$ cat config.mk
export PLATFORM = sky130hd
export DESIGN_NAME = base32_address_crc16_checker_unit
export DESIGN_NICKNAME = d
export VERILOG_FILES = /design/src/sv/b32c_pkg.sv /design/src/sv/b32c_core.sv /design/src/sv/base32_address_crc16_checker_unit.sv
export SDC_FILE = /design/constraint.sdc
export NUM_CORES = 1
export LEC_CHECK = 0
export BUFFER_PORTS_ARGS = -buffer_cell sky130_fd_sc_hd__buf_2
export CAP_MARGIN = 20
export CORE_ASPECT_RATIO = 2
export CORE_MARGIN = 1
export CORE_UTILIZATION = 24
export CTS_CLUSTER_SIZE = 20
export DETAILED_ROUTE_END_ITERATION = 12
export PLACE_DENSITY_LB_ADDON = 0.1
export SETUP_SLACK_MARGIN = 0.05
export SLEW_MARGIN = 20
export SYNTH_ARGS = -nofsm -noshare
export SYNTH_HDL_FRONTEND = slang
export SYNTH_SLANG_ARGS = --single-unit
$ cat constraint.sdc
create_clock -name clk -period 6.1 [get_ports clk]
set_clock_uncertainty 0.15 [all_clocks]
set_input_delay 0 -clock clk [delete_from_list [all_inputs] [get_ports clk]]
set_output_delay 0 -clock clk [all_outputs]
set_load 0.01 [all_outputs]
$ cat src/sv/b32c_pkg.sv
// shared types, constants and functions for the base32 address crc16 checker
// no dependencies; used by b32c_core and the top level
package b32c_pkg;

	localparam logic [15:0] CRC_POLY      = 16'h1021;
	localparam logic [15:0] CRC_INIT      = 16'h0000;
	localparam logic [7:0]  VERSION_RESET = 8'h30;
	localparam logic [5:0]  CRC_BYTES     = 6'd33;
	localparam logic [5:0]  ADDR_CHARS    = 6'd56;
	localparam logic [5:0]  COUNT_MAX     = 6'd57;
	localparam logic [5:0]  LAST_BYTE     = 6'd35;

	typedef struct packed {
		logic [7:0] character;
		logic       last_char;
	} item_t;

	typedef struct packed {
		logic       bad;
		logic [4:0] value;
	} sym_t;

	// upper-case rfc 4648 alphabet; anything else is flagged and packs as zero
	function automatic sym_t decode_char(input logic [7:0] c);
		sym_t s;
		s.bad = 1'b0;
		s.value = 5'd0;
		if (c >= 8'h41 && c <= 8'h5A) begin
			s.value = 5'(c - 8'h41);
		end else if (c >= 8'h32 && c <= 8'h37) begin
			s.value = 5'(c - 8'h32 + 8'd26);
		end else begin
			s.bad = 1'b1;
		end
		return s;
	endfunction

	// crc-16/xmodem update over one byte, msb first
	function automatic logic [15:0] crc_byte(input logic [15:0] crc, input logic [7:0] b);
		logic [15:0] c;
		logic        fb;
		c = crc;
		for (int k = 7; k >= 0; k--) begin
			fb = c[15] ^ b[k];
			c = {c[14:0], 1'b0};
			if (fb) begin
				c = c ^ CRC_POLY;
			end
		end
		return c;
	endfunction

endpackage

$ cat src/sv/b32c_core.sv
// per-string state: base32 decode, byte packing, crc, version and length checks
// depends on b32c_pkg
module b32c_core (
	input  logic               clk,
	input  logic               arst_n,
	input  logic               step,
	input  b32c_pkg::item_t    item,
	input  logic [7:0]         version,
	output logic               result
);

	logic [5:0]  char_count_q;
	logic [6:0]  bit_buffer_q;
	logic [2:0]  buffered_bits_q;
	logic [5:0]  byte_index_q;
	logic [15:0] running_crc_q;
	logic [7:0]  check_low_byte_q;
	logic        version_bad_q;
	logic        char_bad_q;

	b32c_pkg::sym_t sym;
	logic [3:0]  nb;
	logic [11:0] buf_w;
	logic [2:0]  sh;
	logic [7:0]  byte_w;
	logic [11:0] keep_mask;
	logic        byte_done;
	logic        decoding;
	logic        crc_match;

	logic [5:0]  char_count_d;
	logic [6:0]  bit_buffer_d;
	logic [2:0]  buffered_bits_d;
	logic [5:0]  byte_index_d;
	logic [15:0] running_crc_d;
	logic [7:0]  check_low_byte_d;
	logic        version_bad_d;
	logic        char_bad_d;

	always_comb begin
		sym = b32c_pkg::decode_char(item.character);
		decoding = char_count_q < b32c_pkg::ADDR_CHARS;
		nb = {1'b0, buffered_bits_q} + 4'd5;
		buf_w = {bit_buffer_q, sym.value};
		byte_done = decoding && (nb >= 4'd8);
		sh = 3'(nb - 4'd8);
		byte_w = 8'(buf_w >> sh);
		keep_mask = (12'd1 << sh) - 12'd1;
		crc_match = 1'b0;

		char_count_d = char_count_q;
		bit_buffer_d = bit_buffer_q;
		buffered_bits_d = buffered_bits_q;
		byte_index_d = byte_index_q;
		running_crc_d = running_crc_q;
		check_low_byte_d = check_low_byte_q;
		version_bad_d = version_bad_q;
		char_bad_d = char_bad_q | sym.bad;

		if (decoding) begin
			if (byte_done) begin
				bit_buffer_d = 7'(buf_w & keep_mask);
				buffered_bits_d = sh;
				if (byte_index_q == 6'd0 && byte_w != version) begin
					version_bad_d = 1'b1;
				end
				if (byte_index_q < b32c_pkg::CRC_BYTES) begin
					running_crc_d = b32c_pkg::crc_byte(running_crc_q, byte_w);
				end else if (byte_index_q == b32c_pkg::CRC_BYTES) begin
					check_low_byte_d = byte_w;
				end else if (byte_index_q == b32c_pkg::CRC_BYTES + 6'd1) begin
					crc_match = {byte_w, check_low_byte_q} == running_crc_q;
				end
				byte_index_d = byte_index_q + 6'd1;
			end else begin
				bit_buffer_d = 7'(buf_w);
				buffered_bits_d = 3'(nb);
			end
		end

		if (char_count_q < b32c_pkg::COUNT_MAX) begin
			char_count_d = char_count_q + 6'd1;
		end

		result = (char_count_d == b32c_pkg::ADDR_CHARS) && !char_bad_d
			&& !version_bad_d && crc_match;
	end

	always_ff @(posedge clk or negedge arst_n) begin
		if (!arst_n) begin
			char_count_q <= '0;
			bit_buffer_q <= '0;
			buffered_bits_q <= '0;
			byte_index_q <= '0;
			running_crc_q <= b32c_pkg::CRC_INIT;
			check_low_byte_q <= '0;
			version_bad_q <= 1'b0;
			char_bad_q <= 1'b0;
		end else if (step) begin
			if (item.last_char) begin
				// string ends: next item starts a fresh string
				char_count_q <= '0;
				bit_buffer_q <= '0;
				buffered_bits_q <= '0;
				byte_index_q <= '0;
				running_crc_q <= b32c_pkg::CRC_INIT;
				check_low_byte_q <= '0;
				version_bad_q <= 1'b0;
				char_bad_q <= 1'b0;
			end else begin
				char_count_q <= char_count_d;
				bit_buffer_q <= bit_buffer_d;
				buffered_bits_q <= buffered_bits_d;
				byte_index_q <= byte_index_d;
				running_crc_q <= running_crc_d;
				check_low_byte_q <= check_low_byte_d;
				version_bad_q <= version_bad_d;
				char_bad_q <= char_bad_d;
			end
		end
	end

	a_count_sat: assert property (@(posedge clk) disable iff (!arst_n)
		char_count_q <= b32c_pkg::COUNT_MAX)
		else $error("char count past saturation");

	a_byte_bound: assert property (@(posedge clk) disable iff (!arst_n)
		byte_index_q <= b32c_pkg::LAST_BYTE)
		else $error("byte index beyond last address byte");

	a_bytes_track_chars: assert property (@(posedge clk) disable iff (!arst_n)
		char_count_q <= b32c_pkg::ADDR_CHARS |->
		(11'(byte_index_q) * 11'd8 + 11'(buffered_bits_q) == 11'(char_count_q) * 11'd5))
		else $error("packed bits disagree with character count");

	a_clear_after_last: assert property (@(posedge clk) disable iff (!arst_n)
		step && item.last_char |=> char_count_q == 6'd0 && byte_index_q == 6'd0)
		else $error("string state not cleared after last item");

endmodule

$ cat src/sv/base32_address_crc16_checker_unit.sv
// top level: input register, string checker core, result register, version register
// depends on b32c_pkg and b32c_core
//
//  port group   direction  handshake            payload
//  in           to block   in_valid / in_stall   character, last_char
//  out          from block out_valid / out_stall valid_res
//  cfg          to block   cfg_valid / cfg_ready expected_version
//
// one character per cycle while in_stall is low; an item is held in the input register,
// is decoded and checked there, and its result (last character only) is registered
// in the result register as the item advances; that register drives out_valid.
// reset clears all string state and loads version 0x30; no clearing pass.
// in_stall rises only when a last character waits behind an undelivered result.
module base32_address_crc16_checker_unit (
	input  logic       clk,
	input  logic       arst_n,
	input  logic       in_valid,
	output logic       in_stall,
	input  logic [7:0] character,
	input  logic       last_char,
	output logic       out_valid,
	input  logic       out_stall,
	output logic       valid_res,
	input  logic       cfg_valid,
	output logic       cfg_ready,
	input  logic [7:0] expected_version
);

	logic            valid_s1;
	b32c_pkg::item_t item_s1;
	logic            advance;
	logic            result;
	logic [7:0]      version_q;
	logic            out_valid_q;
	logic            valid_res_q;

	// a non-last item never produces a result, so only a last item can be held
	assign advance = valid_s1 && (!item_s1.last_char || !out_valid_q || !out_stall);
	assign in_stall = valid_s1 && !advance;
	assign cfg_ready = 1'b1;
	assign out_valid = out_valid_q;
	assign valid_res = valid_res_q;

	always_ff @(posedge clk or negedge arst_n) begin
		if (!arst_n) begin
			version_q <= b32c_pkg::VERSION_RESET;
		end else if (cfg_valid && cfg_ready) begin
			version_q <= expected_version;
		end
	end

	always_ff @(posedge clk or negedge arst_n) begin
		if (!arst_n) begin
			valid_s1 <= 1'b0;
		end else if (!in_stall) begin
			valid_s1 <= in_valid;
		end
	end

	always_ff @(posedge clk) begin
		if (in_valid && !in_stall) begin
			item_s1.character <= character;
			item_s1.last_char <= last_char;
		end
	end

	b32c_core u_core (
		.clk     (clk),
		.arst_n  (arst_n),
		.step    (advance),
		.item    (item_s1),
		.version (version_q),
		.result  (result)
	);

	always_ff @(posedge clk or negedge arst_n) begin
		if (!arst_n) begin
			out_valid_q <= 1'b0;
		end else if (advance && item_s1.last_char) begin
			out_valid_q <= 1'b1;
		end else if (!out_stall) begin
			out_valid_q <= 1'b0;
		end
	end

	always_ff @(posedge clk) begin
		if (advance && item_s1.last_char) begin
			valid_res_q <= result;
		end
	end

	a_stall_needs_item: assert property (@(posedge clk) disable iff (!arst_n)
		in_stall |-> valid_s1 && item_s1.last_char && out_valid_q)
		else $error("input stalled without a held last item");

	a_last_gives_result: assert property (@(posedge clk) disable iff (!arst_n)
		advance && item_s1.last_char |=> out_valid)
		else $error("last item did not produce a result");

	a_plain_item_flows: assert property (@(posedge clk) disable iff (!arst_n)
		valid_s1 && !item_s1.last_char |-> advance)
		else $error("non-last item held in input register");

endmodule
==> results.py, run 1 <==
metrics = {
    "placed_design": {
        "dpl.cell_count": 792,
        "preCtsSetupSlack_ns": 2.38,
        "dp_hpwl_mm": 12.6,
        "place_area_sq_um": 5280,
        "gp_congestion": 0.816,
        "portBuffers": 24,
    },
    "critical_path": {
        "cp_slowest_stage_delay_ns": 0.69,
        "cp_slowest_cell": "ha_1",
        "path_common_cell": "inv_1",
        "worstRegToRegCells": 10,
        "required_ns": 6.17,
        "regToRegSetupSlack_ns": 2.33,
        "r2r-start": "u_core.buffered_bits_q[1]$_DFFE_PN0P_",
        "startpoint_type": "flop",
        "cp_num_buf_inv": 2,
        "crit_fanout": 16,
        "path_delay_family": "simple AND/OR/NAND/NOR gates",
        "reg2reg_to": "valid_res$_DFFE_PP_",
        "crit_path_end_kind": "flop",
        "arrival_ns": 3.84,
        "path_cells": "inv_1 -> ha_1 -> inv_1 -> mux2i_1 -> nand2_1 -> o2bb2ai_1 -> xor2_1 -> nand4_1 -> nor3b_1 -> and4b_1",
        "crit_cells": 10,
        "crit_type": "flop to flop",
    },
    "synth": {
        "yosysWarnings": 0,
        "syn_nets": 561,
        "async_reset_ff_frac": 0.853,
        "ys_types": 80,
        "syn_area_per_cell_sq_um": 9.36,
        "synth_edf_count": 10,
        "synth_seq_cells": 68,
        "synthFlopType": "dfrtp_1",
        "syn_inst": 522,
        "ys_seq_area_frac": 0.359,
        "syn-cell-area_sq_um": 4890,
    },
    "sta": {
        "hold_ws_ns": 0.213,
        "hold_viol": 0,
        "max_freq_mhz": 265,
        "worst_slack_ns": 2.33,
        "min_period_over_period": 0.619,
        "setup_violations": 0,
        "drv_slew": 0,
        "grt_setup_unrepaired": "no",
        "slew_headroom": 0.337,
        "period_minus_slack_ns": 3.77,
        "tightest_slew_ns": 0.988,
        "setup_tns_ns": 0,
    },
    "pwr": {
        "power.total_mw": 2.08,
        "powerDensity_nw_per_um2": 352,
        "cellLeakagePower_nw": 2.41,
        "peakVddDrop_mv": 0.127,
    },
    "route": {
        "post-route-drc-count": 0,
        "first_iter_violations": 177,
        "routedWlPerCell_um": 19.1,
        "routed_via_density": 5.07,
        "vias": 4246,
        "firstDrtPassIters": 5,
        "drt_wl_total_mm": 16.0,
        "drt.antenna.violating_nets": 0,
    },
    "cells_and_area": {
        "fin_util": 0.297,
        "final_common_cell": "dfrtp_1",
        "layout-drive-gt1-share": 0.116,
        "design_area_sq_um": 5910,
        "final_cell_mix": "dfrtp_1, nand2_1, o21ai_0, dlygate4sd3_1, nor2_1",
        "final_cells": 838,
        "fin_nets": 610,
        "antenna_cells": 0,
        "n_fill_cell": 2180,
        "syn_to_final_growth_pct": 20.9,
    },
    "hold_path": {
        "holdPathStages": 2,
        "hold_end": "item_s1[5]$_DFFE_PP_",
        "hold_class": "primary input to flop",
        "min_from": "character[4]",
    },
    "run_status": {
        "status": "finished, final reports clean",
    },
    "global_route": {
        "grt_start_max_net_pins": 59,
        "grt_overflow_total": 0,
        "grt_use_total": 0.162,
        "antenna_found_initial": 0,
        "grt_pass1_vias": 4292,
        "grt_pass1_wl_mm": 24.5,
    },
    "clocking": {
        "cts_sinks": 68,
        "root_buffer": "clkbuf_16",
        "cts_buffers": 9,
        "cts_tree": "yes",
        "clk_pin_slew_worst_paths_ns": 0.06,
        "cts_max_level": 3,
        "clk_latency_ns": 0.34,
        "clock_path_buffers": 2,
        "cts.repair_timing.setup_buffer_count": 0,
    },
    "floorplan": {
        "start_util": 0.245,
        "ios": 26,
        "fp.dieW_um": 103,
        "num_rows": 73,
        "die-area_sq_um": 21000,
        "die_h_um": 204,
        "core_sq_um": 19900,
    },
    "run": {
        "maxCapViolCount": 0,
    },
}
worst max-delay path by stage:
stage                                               start                                   to  slack (ns)
finish              u_core.buffered_bits_q[1]$_DFFE_PN0P_                  valid_res$_DFFE_PP_        2.33
global route        u_core.buffered_bits_q[1]$_DFFE_PN0P_                  valid_res$_DFFE_PP_        1.97
CTS                 u_core.buffered_bits_q[1]$_DFFE_PN0P_                  valid_res$_DFFE_PP_        2.31
detailed placement  u_core.buffered_bits_q[1]$_DFFE_PN0P_  u_core.running_crc_q[6]$_DFFE_PN0P_        2.38
global placement                     item_s1[2]$_DFFE_PP_     u_core.version_bad_q$_DFFE_PN0P_        2.45
floorplan           u_core.buffered_bits_q[0]$_DFFE_PN0P_  u_core.running_crc_q[6]$_DFFE_PN0P_        2.84
per-layer routing:
| layer | GRT usage | routed length (um) | share of wire |
|---|---|---|---|
| met1 | 0.155 | 5590 | 0.35 |
| met3 | 0.0195 | 267 | 0.017 |
| met2 | 0.312 | 9230 | 0.58 |
| met5 | 0 | 0 | 0 |
| met4 | 0.107 | 951 | 0.059 |
kinds of logic (layout without fill, tap and decap cells):
group / Yosys count / count (layout) / share of synthesized area
buffers and inverters: 41 / 95 / 0.0343
AOI/OAI and AO/OA: 143 / 143 / 0.206
adders and majority gates: 17 / 17 / 0.0435
xor gates and xnor gates: 51 / 51 / 0.114
DFF: 68 / 68 / 0.359
muxes: 21 / 21 / 0.0510
and+or+nand+nor: 180 / 180 / 0.192
other: 1 / 1 / 0.000768
cell type report:
cell class	count	area, sq um	area share
Clock buffer	12	278	0.0470
Clock inverter	4	52.6	0.00889
Inverter	20	75.1	0.0127
Multi-Input combinational cell	413	2960	0.502
Tap cell	262	328	0.0555
Sequential cell	68	1750	0.297
Timing Repair Buffer	59	458	0.0775
where the power goes:
part | switching [mW] | internal (mW)
Clock | 0.211 | 0.365
Sequential | 0.117 | 0.535
Combinational | 0.473 | 0.382
synthesized netlist by cell type, types with 5 or more instances:
cell	instances	area (sq um)
a21o_1	6	45.0
a21oi_1	23	115
a22o_1	8	70.1
a31oi_1	8	50.1
a32o_1	6	60.1
and3_1	8	50.1
buf_2	5	25.0
clkbuf_1	13	48.8
dfrtp_1	56	1400
edfxtp_1	10	300
ha_1	17	213
inv_1	20	75.1
mux2_2	7	78.8
mux2i_1	11	110
nand2_1	53	199
nand2b_1	7	43.8
nand3_1	24	120
nand4_1	9	56.3
nor2_1	28	105
nor3_1	15	75.1
nor4_1	5	31.3
o211ai_1	6	45.0
o21ai_0	30	150
o21ai_1	9	45.0
xnor2_1	26	228
xnor3_1	6	135
xor2_1	17	149
registers in the layout, indices dropped and copies added (netlist names), 3 cells and up:
signal,flops
item_s1,9
u_core.bit_buffer_q,7
u_core.buffered_bits_q,3
u_core.byte_index_q,6
u_core.char_count_q,6
u_core.check_low_byte_q,8
u_core.running_crc_q,16
version_q,8
timing repair:
item / in CTS / in global routing
hold buffers: 30 / 0
hold endpoints to repair: 75 / 0
resized for setup: 0 / 0
Note: power is estimated with default switching activity, not from simulation.
==> inputs of run 2 (changes only) <==
==> constraint.sdc (replaced) <==
create_clock -name clk -period 3.85 [get_ports clk]
set_clock_uncertainty 0.15 [all_clocks]
set_input_delay 0 -clock clk [delete_from_list [all_inputs] [get_ports clk]]
set_output_delay 0 -clock clk [all_outputs]
set_load 0.01 [all_outputs]
==> results.py, run 2 (synthesis results as in run 1) <==
metrics = {
    "clocking": {
        "root_buffer": "clkbuf_16",
        "cts_sinks": 68,
        "cts_tree": "yes",
        "cts_max_level": 3,
        "cts.repair_timing.setup_buffer_count": 0,
        "clock_path_buffers": 2,
        "clk_pin_slew_worst_paths_ns": 0.06,
        "cts_buffers": 9,
        "clk_latency_ns": 0.35,
    },
    "sta": {
        "period_minus_slack_ns": 3.47,
        "setup_violations": 0,
        "slew_headroom": 0.321,
        "drv_slew": 0,
        "grt_setup_unrepaired": "no",
        "min_period_over_period": 0.901,
        "max_freq_mhz": 288,
        "hold_viol": 0,
        "setup_tns_ns": 0,
        "tightest_slew_ns": 1.01,
        "worst_slack_ns": 0.382,
    },
    "route": {
        "drt.antenna.violating_nets": 0,
        "first_iter_violations": 201,
        "routedWlPerCell_um": 19.4,
        "routed_via_density": 5.00,
        "drt_wl_total_mm": 16.5,
        "vias": 4257,
        "firstDrtPassIters": 4,
        "post-route-drc-count": 0,
    },
    "global_route": {
        "antenna_found_initial": 0,
        "grt_pass1_vias": 4441,
        "grt_overflow_total": 0,
        "grt_use_total": 0.170,
        "grt_pass1_wl_mm": 25.6,
        "grt_start_max_net_pins": 35,
    },
    "cells_and_area": {
        "syn_to_final_growth_pct": 22.5,
        "largest_register_ffs": 16,
        "final_cell_mix": "dfrtp_1, nand2_1, o21ai_0, dlygate4sd3_1, nor2_1",
        "regMostFlops": "u_core.running_crc_q",
        "layout-drive-gt1-share": 0.136,
        "fin_nets": 624,
        "antenna_cells": 0,
        "final_common_cell": "dfrtp_1",
        "largestRegisters": "u_core.running_crc_q: 16 flops, item_s1: 9 flops",
    },
    "critical_path": {
        "arrival_ns": 3.52,
        "crit_path_end_kind": "flop",
        "r2r-start": "item_s1[2]$_DFFE_PP_",
        "crit_type": "flop to flop",
        "crit_fanout": 6,
        "required_ns": 3.90,
        "crit_start": "item_s1[2]$_DFFE_PP_",
        "startpoint_type": "flop",
    },
    "placed_design": {
        "preCtsSetupSlack_ns": 0.186,
        "portBuffers": 24,
        "gp_congestion": 0.860,
        "dp_hpwl_mm": 13.1,
    },
    "hold_path": {
        "hold_class": "primary input to asynchronous set/reset pin",
    },
    "floorplan": {
        "die-area_sq_um": 21000,
        "start_util": 0.245,
        "ios": 26,
        "num_rows": 73,
        "core_sq_um": 19900,
        "die_h_um": 204,
        "fp.dieW_um": 103,
    },
    "pwr": {
        "internal_power_mw": 2.02,
        "seq_power_share": 0.310,
        "peakVddDrop_mv": 0.225,
        "switchingPower_mw": 1.30,
        "switching_share": 0.393,
        "powerDensity_nw_per_um2": 555,
        "cellLeakagePower_nw": 2.46,
        "p_comb_frac": 0.437,
        "p_clk_frac": 0.252,
    },
    "run": {
        "maxCapViolCount": 0,
    },
    "run_status": {
        "status": "finished, final reports clean",
    },
}
-- run 2: cell type report --
cell class                 instances  area, sq um
clock buffer                       9          225
clock inverter                     7         67.6
fill                            2175        13900
inverter                          20         75.1
multi-input combinational        413         2970
sequential                        68         1750
tap                              262          328
timing repair buffer              73          563
-- run 2: final timing paths --
kind	endpoint	slack [ns]	cells after the start
worst max-delay path	u_core.version_bad_q$_DFFE_PN0P_	0.38	10
worst min-delay path	u_core.bit_buffer_q[1]$_DFFE_PN0P_	0.17	2
worst max register to register	u_core.version_bad_q$_DFFE_PN0P_	0.38	10
worst min register to register	u_core.check_low_byte_q[6]$_DFFE_PN0P_	0.35	2
max in group asynchronous	u_core.byte_index_q[3]$_DFFE_PN0P_	2.48	3
min in group clk	item_s1[0]$_DFFE_PP_	0.20	2
-- run 2: worst max-delay path: stages, from the launching register on --
cell and delay [ns]:
edfxtp_1 0.46, inv_1 0.13, ha_1 0.20, nor3b_4 0.33
a21oi_4 0.12, o21ai_1 0.25, o21ai_0 0.28, a2111oi_4 0.53
nor3_4 0.13, a2111oi_1 0.57, a311oi_1 0.17
-- run 2: repair_timing --
| item | CTS | global route |
|---|---|---|
| resized for setup | 0 | 2 |
| hold endpoints to repair | 50 | 0 |
| hold buffers | 30 | 0 |
| endpoints found under the setup margin | 0 | 1 |
-- run 2: per-layer routing --
| metal | part of all wire | GRT usage | wire length [um] | up-vias |
|---|---|---|---|---|
| met5 | 0 | 0 | 0 | - |
| met4 | 0.062 | 0.118 | 1020 | 0 |
| met3 | 0.019 | 0.0199 | 317 | 38 |
| met2 | 0.57 | 0.325 | 9370 | 72 |
| met1 | 0.35 | 0.161 | 5800 | 2079 |
| li1 | - | - | - | 2068 |
-- run 2: power by group through the flow --
stage / registers [mW] / logic, mW / clock network (mW)
after floorplan: 0.970 / 1.03 / 0
after global placement: 1.04 / 1.43 / 0
after detailed placement: 1.04 / 1.43 / 0
after CTS: 1.03 / 1.47 / 0.860
after global routing: 1.05 / 1.60 / 0.885
final: 1.03 / 1.45 / 0.838
-- run 2: per-stage QoR --
step                      power, mW  utilization  hold slack (ns)  area [sq um]  std cells
after floorplan                2.00            -           -0.446          4890        522
after global placement         2.47        0.270           0.0272          5380        806
after detailed placement       2.48        0.270           0.0203          5380        806
after CTS                      3.36        0.300            0.194          5980        852
after global routing           3.54        0.301            0.205          5980        852
final                          3.32        0.301            0.174          5980        852
==> inputs of run 3 (changes only) <==
--- a/config.mk
+++ b/config.mk
@@ -12,7 +12,6 @@
 export CORE_UTILIZATION = 24
 export CTS_CLUSTER_SIZE = 20
 export DETAILED_ROUTE_END_ITERATION = 12
-export PLACE_DENSITY_LB_ADDON = 0.1
 export SETUP_SLACK_MARGIN = 0.05
 export SLEW_MARGIN = 20
 export SYNTH_ARGS = -nofsm -noshare
==> results.py, run 3 (synthesis results as in run 1) <==
metrics = {
    "run_status": {
        "status": "finished, final reports clean",
    },
    "critical_path": {
        "path_cells": "or3b_4 -> a31oi_1 -> mux2_4 -> a221o_1 -> a311oi_1 -> a21o_1 -> xnor2_1 -> a311oi_1",
        "required_ns": 3.95,
        "crit_path_end_kind": "flop",
        "cp_num_buf_inv": 0,
        "cp_slowest_cell": "a311oi_1",
        "path_delay_family": "compound AO/OA/AOI/OAI gates",
        "cp_slowest_stage_delay_ns": 0.62,
        "arrival_ns": 3.55,
        "crit_type": "flop to flop",
        "crit_fanout": 5,
        "path_common_cell": "a311oi_1",
        "startpoint_type": "flop",
    },
    "pwr": {
        "seq_power_share": 0.317,
        "p_comb_frac": 0.419,
        "internal_power_mw": 2.05,
        "peakVddDrop_mv": 0.256,
        "switching_share": 0.380,
        "power.total_mw": 3.31,
        "p_clk_frac": 0.264,
        "powerDensity_nw_per_um2": 560,
        "cellLeakagePower_nw": 2.42,
        "switchingPower_mw": 1.26,
    },
    "cells_and_area": {
        "syn_to_final_growth_pct": 20.8,
        "regArea_sq_um": 1750,
        "layout-drive-gt1-share": 0.128,
        "antenna_cells": 0,
        "n_fill_cell": 2126,
        "fin_util": 0.296,
        "final_common_cell": "dfrtp_1",
        "largestRegisters": "u_core.running_crc_q: 16 flops, item_s1: 9 flops",
        "largest_register_ffs": 16,
        "multi_input_area_sq_um": 2960,
        "fin_nets": 612,
        "final_cell_mix": "dfrtp_1, nand2_1, o21ai_0",
        "regMostFlops": "u_core.running_crc_q",
    },
    "sta": {
        "setup_tns_ns": 0,
        "drv_slew": 0,
        "grt_setup_unrepaired": "no",
        "hold_viol": 0,
        "period_minus_slack_ns": 3.45,
        "slew_headroom": 0.419,
        "tightest_slew_ns": 0.871,
        "min_period_over_period": 0.896,
        "max_freq_mhz": 290,
        "worst_slack_ns": 0.399,
        "setup_violations": 0,
    },
    "clocking": {
        "cts_sinks": 68,
        "clk_latency_ns": 0.35,
        "root_buffer": "clkbuf_16",
        "cts_max_level": 3,
        "cts_tree": "yes",
        "cts.repair_timing.setup_buffer_count": 0,
        "clk_pin_slew_worst_paths_ns": 0.05,
        "cts_buffers": 9,
        "cts_resized": 0,
        "clock_path_buffers": 2,
    },
    "global_route": {
        "grtUsageMet3": 0.0281,
        "grtUsageMet1": 0.150,
        "antenna_found_initial": 0,
        "grt_pass1_wl_mm": 25.1,
        "grt_pass1_vias": 4451,
        "grt_start_max_net_pins": 36,
        "grt_use_total": 0.167,
        "grt_overflow_total": 0,
        "use_met2": 0.308,
        "top_usage_layer": "met2",
    },
    "route": {
        "first_iter_violations": 288,
        "firstDrtPassIters": 8,
        "drt.antenna.violating_nets": 0,
        "vias": 4349,
        "drt_wl_total_mm": 16.1,
        "post-route-drc-count": 0,
        "routedWlPerCell_um": 19.2,
        "routed_via_density": 5.18,
    },
    "floorplan": {
        "core_sq_um": 19900,
        "start_util": 0.245,
        "ios": 26,
        "die_h_um": 204,
        "fp.dieW_um": 103,
        "num_rows": 73,
        "die-area_sq_um": 21000,
    },
    "placed_design": {
        "portBuffers": 24,
        "preCtsSetupSlack_ns": 0.401,
        "dp_hpwl_mm": 12.3,
        "gp_congestion": 0.932,
    },
    "run": {
        "maxCapViolCount": 0,
    },
    "hold_path": {
        "hold_class": "primary input to flop",
    },
}
run 3: changes by cell type in the layout (fill, tap and decap cells not counted), sizes merged:
cell	before	now
dlygate4sd3	30	23
clkinvlp	2	0
clkinv	4	0
buf	43	38
clkbuf	9	14
run 3: layout make-up:
cell class,instances,area share
tap,262,0.0555
multi-input combinational,413,0.502
sequential,68,0.297
clock buffer,14,0.0481
clock inverter,1,0.00509
timing repair buffer,61,0.0793
inverter,20,0.0127
run 3: repair_timing:
| item | in CTS | in global routing |
|---|---|---|
| hold buffers | 23 | 0 |
| endpoints found under the hold margin | 53 | 0 |
| endpoints found under the setup margin | 0 | 0 |
run 3: power groups by stage:
stage	Combinational (mW)	Clock [mW]	Sequential, mW
detailed placement	1.36	0	1.06
floorplan	1.03	0	0.970
CTS	1.38	0.885	1.04
global placement	1.34	0	1.06
finish	1.39	0.873	1.05
global route	1.52	0.913	1.06
run 3: worst register-to-register path, cell delays in order (launching register included):
cell      delay (ns)
edfxtp_1        0.44
or3b_4          0.48
a31oi_1         0.31
mux2_4          0.35
a221o_1         0.35
a311oi_1        0.62
a21o_1          0.21
xnor2_1         0.16
a311oi_1        0.29
run 3: stage by stage:
step | cells | hold slack [ns] | instance area (sq um)
floorplan | 522 | -0.446 | 4890
global placement | 801 | 0.0195 | 5360
detailed placement | 801 | 0.0239 | 5360
CTS | 839 | 0.00233 | 5900
global route | 839 | 0.0357 | 5900
finish | 839 | 0.0131 | 5900
run 3: worst paths after layout:
path                       slack [ns]                                   start                                      to  depth (start not counted)
setup / recovery                 0.40                    item_s1[8]$_DFFE_PP_        u_core.version_bad_q$_DFFE_PN0P_                          8
hold / removal                   0.01                               cfg_valid                version_q[4]$_DFFE_PN1P_                          2
setup reg to reg                 0.40                    item_s1[8]$_DFFE_PP_        u_core.version_bad_q$_DFFE_PN0P_                          8
hold reg to reg                  0.35  u_core.check_low_byte_q[1]$_DFFE_PN0P_  u_core.check_low_byte_q[1]$_DFFE_PN0P_                          2
max in group asynchronous        2.47                                  arst_n                version_q[5]$_DFFE_PN1P_                          3
min in group asynchronous        0.15                                  arst_n                    valid_s1$_DFFE_PN0N_                          2
run 3: per-layer routing:
metal  up-vias  wire length (um)
met5         -                 0
met4         0              1370
met3        63               505
met2       128              8980
met1      2113              5260
li1       2045                 -
